## src/rtl/mrp_pkg.sv

```systemverilog
`timescale 1ns / 1ps

package mrp_pkg;

  typedef enum logic [2:0] {
    KIND_REALTIME = 3'd0,
    KIND_NOTE_ON  = 3'd1,
    KIND_NOTE_OFF = 3'd2,
    KIND_PITCH    = 3'd3,
    KIND_CONTROL  = 3'd4
  } event_kind_t;

  localparam logic [7:0] ST_NONE      = 8'h00;
  localparam logic [7:0] ST_NOTE_OFF  = 8'h80;
  localparam logic [7:0] ST_NOTE_ON   = 8'h90;
  localparam logic [7:0] ST_CONTROL   = 8'hB0;
  localparam logic [7:0] ST_PROGRAM   = 8'hC0;
  localparam logic [7:0] ST_PITCH     = 8'hE0;
  localparam logic [7:0] ST_SYSTEM    = 8'hF0;
  localparam logic [7:0] ST_SONG_POS  = 8'hF2;
  localparam logic [7:0] ST_SONG_SEL  = 8'hF3;
  localparam logic [7:0] ST_REALTIME  = 8'hF8;
  localparam logic [7:0] ST_HIGH_MASK = 8'hF0;

endpackage

```

## src/rtl/midi_receive_parser.sv

```systemverilog
`timescale 1ns / 1ps
// A result is registered and appears in the cycle after its byte is accepted.
// Throughput: one byte per cycle while the output is taken; the single output
// register is the only buffer, so a stalled result holds off further input.
// Reset clears the running status, the pending flag, the held data byte and
// the output valid flag.
module midi_receive_parser (
  input  logic        clk,
  input  logic        rst,
  input  logic        s_tvalid,
  output logic        s_tready,
  input  logic [7:0]  s_tdata,   // [7:0] rx_byte
  output logic        m_tvalid,
  input  logic        m_tready,
  output logic [15:0] m_tdata,   // [7:0] first_value, [14:8] second_value, [15] zero
  output logic [2:0]  m_tuser    // [2:0] event_kind
);

  logic [7:0] running_status, running_status_next;
  logic       awaiting_second, awaiting_second_next;
  logic [6:0] held_first_data, held_first_data_next;

  logic                event_valid;
  mrp_pkg::event_kind_t event_kind;
  logic [7:0]          first_value;
  logic [6:0]          second_value;
  logic [7:0]          masked_status;

  logic                out_valid;
  mrp_pkg::event_kind_t out_kind;
  logic [7:0]          out_first;
  logic [6:0]          out_second;

  logic accept;

  assign s_tready = !out_valid || m_tready;
  assign accept   = s_tvalid && s_tready;

  assign masked_status = running_status & mrp_pkg::ST_HIGH_MASK;

  always_comb begin
    running_status_next  = running_status;
    awaiting_second_next = awaiting_second;
    held_first_data_next = held_first_data;
    event_valid  = 1'b0;
    event_kind   = mrp_pkg::KIND_REALTIME;
    first_value  = {1'b0, held_first_data};
    second_value = s_tdata[6:0];

    priority if (s_tdata[7]) begin
      if (s_tdata >= mrp_pkg::ST_REALTIME) begin
        // Real-time bytes pass straight through and leave the state alone.
        event_valid  = 1'b1;
        event_kind   = mrp_pkg::KIND_REALTIME;
        first_value  = s_tdata;
        second_value = 7'd0;
      end else begin
        running_status_next  = s_tdata;
        awaiting_second_next = 1'b0;
      end
    end else if (awaiting_second) begin
      // Second data byte: the channel nibble is dropped from the kept status.
      awaiting_second_next = 1'b0;
      running_status_next  = masked_status;
      if (masked_status == mrp_pkg::ST_NOTE_ON) begin
        event_valid = 1'b1;
        event_kind  = (s_tdata == 8'd0) ? mrp_pkg::KIND_NOTE_OFF : mrp_pkg::KIND_NOTE_ON;
      end else if (masked_status == mrp_pkg::ST_NOTE_OFF) begin
        event_valid = 1'b1;
        event_kind  = mrp_pkg::KIND_NOTE_OFF;
      end else if (masked_status == mrp_pkg::ST_PITCH) begin
        event_valid = 1'b1;
        event_kind  = mrp_pkg::KIND_PITCH;
      end else if (masked_status == mrp_pkg::ST_CONTROL) begin
        event_valid = 1'b1;
        event_kind  = mrp_pkg::KIND_CONTROL;
      end
    end else if (running_status == mrp_pkg::ST_NONE) begin
      // Data with no status in force is dropped.
    end else if (running_status < mrp_pkg::ST_PROGRAM) begin
      awaiting_second_next = 1'b1;
      held_first_data_next = s_tdata[6:0];
    end else if (running_status < mrp_pkg::ST_PITCH) begin
      held_first_data_next = s_tdata[6:0];
    end else if (running_status < mrp_pkg::ST_SYSTEM) begin
      awaiting_second_next = 1'b1;
      held_first_data_next = s_tdata[6:0];
    end else if (running_status == mrp_pkg::ST_SONG_POS) begin
      // The status is gone, so the second byte completes nothing.
      running_status_next  = mrp_pkg::ST_NONE;
      awaiting_second_next = 1'b1;
      held_first_data_next = s_tdata[6:0];
    end else if (running_status == mrp_pkg::ST_SONG_SEL) begin
      running_status_next  = mrp_pkg::ST_NONE;
      held_first_data_next = s_tdata[6:0];
    end else begin
      running_status_next = mrp_pkg::ST_NONE;
    end
  end

  always_ff @(posedge clk) begin
    if (rst) begin
      running_status  <= mrp_pkg::ST_NONE;
      awaiting_second <= 1'b0;
      held_first_data <= 7'd0;
    end else if (accept) begin
      running_status  <= running_status_next;
      awaiting_second <= awaiting_second_next;
      held_first_data <= held_first_data_next;
    end
  end

  always_ff @(posedge clk) begin
    if (rst) begin
      out_valid <= 1'b0;
    end else if (s_tready) begin
      out_valid <= accept && event_valid;
    end
  end

  always_ff @(posedge clk) begin
    if (accept && event_valid) begin
      out_kind   <= event_kind;
      out_first  <= first_value;
      out_second <= second_value;
    end
  end

  assign m_tvalid = out_valid;
  assign m_tdata  = {1'b0, out_second, out_first};
  assign m_tuser  = out_kind;

endmodule

```

## config.mk

```make
export PLATFORM = sky130hd
export DESIGN_NAME = midi_receive_parser
export DESIGN_NICKNAME = d
export VERILOG_FILES = /design/src/rtl/mrp_pkg.sv /design/src/rtl/midi_receive_parser.sv
export SDC_FILE = /design/constraint.sdc
export NUM_CORES = 1
export LEC_CHECK = 0
export ABC_AREA = 1
export BUFFER_PORTS_ARGS = -buffer_cell sky130_fd_sc_hd__buf_2
export CAP_MARGIN = 20
export CORE_MARGIN = 4
export CORE_UTILIZATION = 50
export DETAILED_ROUTE_END_ITERATION = 16
export PLACE_DENSITY = 0.75
export SLEW_MARGIN = 20
export SYNTH_ARGS = -nofsm -noshare
export SYNTH_HDL_FRONTEND = slang
export SYNTH_SLANG_ARGS = --single-unit
```

## constraint.sdc

```tcl
create_clock -name clk -period 3.3 [get_ports clk]
set_input_delay 0.66 -clock clk [delete_from_list [all_inputs] [get_ports clk]]
set_output_delay 0.66 -clock clk [all_outputs]
set_load 0.005 [all_outputs]
```

==> flow_summary_export.csv <==
group,metric,value,unit
power,leakagePower,0.000884,uW
timing,finalWorstSetupSlack,1.22,ns
yosys,synth_area,0.00168,mm^2
floorplan,core_region_area,0.00313,mm^2
clock_tree,clock_latency,0.33,ns
timing,setup_viol,0,
power,seqPwrFrac,60.5,%
drt,ant_nets,0,
floorplan,die_width,66.0,um
global_routing,grt_start_max_net_pins,19,
timing,slew_headroom,60.0,%
drt,vias_per_cell,4.68,
job,cap_violations,0,
drt,drc_errors,0,
power,peakVddDrop,0.000270,V
timing,finalCritPeriodShare,63.2,%
placed_design,place_ws,0.840,ns
worst_setup_path,endpoint_kind,"flip-flop",
global_routing,grt_pass1_vias,1269,
power,p_int,589,uW
clock_tree,cts_tree,"done",
power,power_density,417,mW/mm^2
worst_setup_path,crit_type,"in -> reg",
drt,routed_wl,3020,um
drt,drt_first_pass_iters,4,
timing,whs,0.493,ns
clock_tree,htreeDepth,2,
drt,vias,1343,
yosys,syn-num-nets,220,
placed_design,place_hpwl,2370,um
clock_tree,post_cts_buffers,0,
outcome,status,"completed",
power,pwr-share-clk,26.5,%
hold_path,min_path_cells,2,
final_layout,syn2layout_area_growth,13.6,%
power,switchingPower,207,uW
worst_setup_path,critical_path_required,3.27,ns
final_layout,final_nets,254,
clock_tree,cts-root-buf,"clkbuf_4",
final_layout,n_antenna_cell,0,
floorplan,dieArea,0.00435,mm^2
yosys,ys_ff_latch,35,
hold_path,hp-start,"awaiting_second$_SDFFE_PP0P_",
global_routing,antenna_found_initial,0,
power,combPwrFrac,12.9,%
floorplan,ioPinCount,33,
clock_tree,cts_resized,0,
placed_design,place_congestion,0.914,
timing,rsz0062_at_grt,"no",
yosys,postSynthCellCount,208,
timing,tns,0,ns
drt,dr.first_iter.drc_count,88,
drt,wl_per_cell,10.5,um
global_routing,grt_pass1_wl,5330,um
timing,fmax,480,MHz
hold_path,hold_class,"reg -> reg",
placed_design,io_buffers,31,
floorplan,die_y,66.0,um
worst_setup_path,r2r_cells,6,
timing,hold_viol_final,0,
clock_tree,cts.path.max_buffers,2,
yosys,yosysWarnings,0,
worst_setup_path,r2r_start,"running_status[5]$_SDFFE_PP0P_",
hold_path,holdPathEnd,"awaiting_second$_SDFFE_PP0P_",
timing,worstMarginPinSlew,0.599,ns
worst_setup_path,r2r_end,"out_first[3]$_DFFE_PP_",
timing,final_max_slew_viol_count,0,
final_layout,drive_gt1_share,22.6,%
worst_setup_path,ff2ff_setup_slack,1.52,ns
worst_setup_path,worstPathArrival,2.05,ns
yosys,yosysSeqAreaShare,52.5,%
global_routing,grt_usage,16.3,%
yosys,synth_cell_types,23,
final_layout,utilization,61.0,%
floorplan,rows,20,
clock_tree,clk_pin_slew,0.10,ns
timing,fin_skew,0.00892,ns
yosys,avgSynthCellArea,8.07,um^2
power,p_sw_share,26.0,%
floorplan,start_util,53.7,%
clock_tree,cts.sinks,35,
clock_tree,ctsHoldBuffers,0,
timing,fin_crit,2.08,ns
worst_setup_path,start_kind,"input port",
worst_setup_path,cp_max_fo,18,
global_routing,grt_remaining_overflow,0,
clock_tree,numCtsBuffers,5,
==> synth_stat cells, drive strengths merged <==
library cell	number	area, um^2
edfxtp	18	541
a21boi	1	7.51
nand3	12	60.1
nand2	56	233
buf	3	17.5
inv	37	139
a21oi	13	68.8
o21ai	9	48.8
dfxtp	17	340
nand4	2	12.5
clkbuf	1	13.8
nor3	2	10.0
conb	1	3.75
nor2	36	184
==> power groups by stage <==
stage	clock network, uW	logic (uW)	registers, uW
after detailed placement	0	103	492
final	211	103	482
after global routing	241	123	484
after global placement	0	103	492
after CTS	216	104	482
after floorplan	0	79.0	490
==> area by class of cell <==
cell class              count  area, um^2
clock buffers               6        41.3
clock inverters             2        8.76
fillers                   283        1220
inverters                  37         139
multi-input cells         132         628
flip-flops and latches     35         881
well taps                  44        55.1
repair buffers             31         155
==> worst max-delay path, stage by stage <==
cell     delay [ns]
buf_2          0.22
nand2_1        0.10
nor2_2         0.17
nand2_1        0.25
nand2_1        0.14
nand2_1        0.07
inv_1          0.45
==> registers in the layout, indices dropped and copies added, names as in the netlist <==
name and flops:
out_second 7, held_first_data 7, out_first 8, m_tvalid 1
m_tuser 3, awaiting_second 1, running_status 8
==> how the worst max path moves through the flow <==
stage	startpoint	slack [ns]	depth (start not counted)	end
3_3_place_gp	s_tdata[7]	0.87	7	out_first[3]$_DFFE_PP_
6_report	s_tdata[7]	1.22	7	out_first[3]$_DFFE_PP_
2_1_floorplan	s_tdata[7]	1.48	5	m_tuser[0]$_SDFFCE_PP0P_
5_1_grt	s_tdata[7]	1.03	7	out_first[0]$_DFFE_PP_
4_1_cts	s_tdata[7]	1.20	7	out_first[3]$_DFFE_PP_
3_5_place_dp	s_tdata[7]	0.84	7	out_first[5]$_DFFE_PP_
==> logic make-up (layout without fill, tap and decap cells) <==
kind of cell	after synthesis	after routing	share of synthesized area, %
AO/OA/AOI/OAI	23	23	7.45
other	1	1	0.223
buffers and inverters	41	76	10.1
flip-flops	35	35	52.5
AND/OR/NAND/NOR	108	108	29.7
==> layout by cell type, fill, tap and decap left out, types with 2 or more instances in the layout <==
cell type / count
o21ai_0: 8
nand4_1: 2
nor2_4: 3
edfxtp_1: 18
dfxtp_1: 17
nand3_1: 12
nand2_1: 49
a21oi_1: 12
buf_2: 31
nor2_2: 4
nor3_1: 2
nand2_2: 6
nor2_1: 28
inv_1: 36
clkbuf_4: 5
==> routing by layer <==
layer	up-vias	share of wire, %	track usage (%)
li1	715	-	-
met1	580	44	20.0
met2	41	47	27.5
met3	7	7.4	4.59
met4	0	1.6	5.33
met5	-	0	0
==> stage by stage <==
step / instance area (um^2) / instances / total power (uW)
6_report: 1910 / 287 / 796
5_1_grt: 1910 / 287 / 848
4_1_cts: 1910 / 287 / 803
3_5_place_dp: 1860 / 279 / 595
3_3_place_gp: 1860 / 279 / 594
2_1_floorplan: 1680 / 208 / 570
Note: power is estimated with default switching activity, not from simulation.
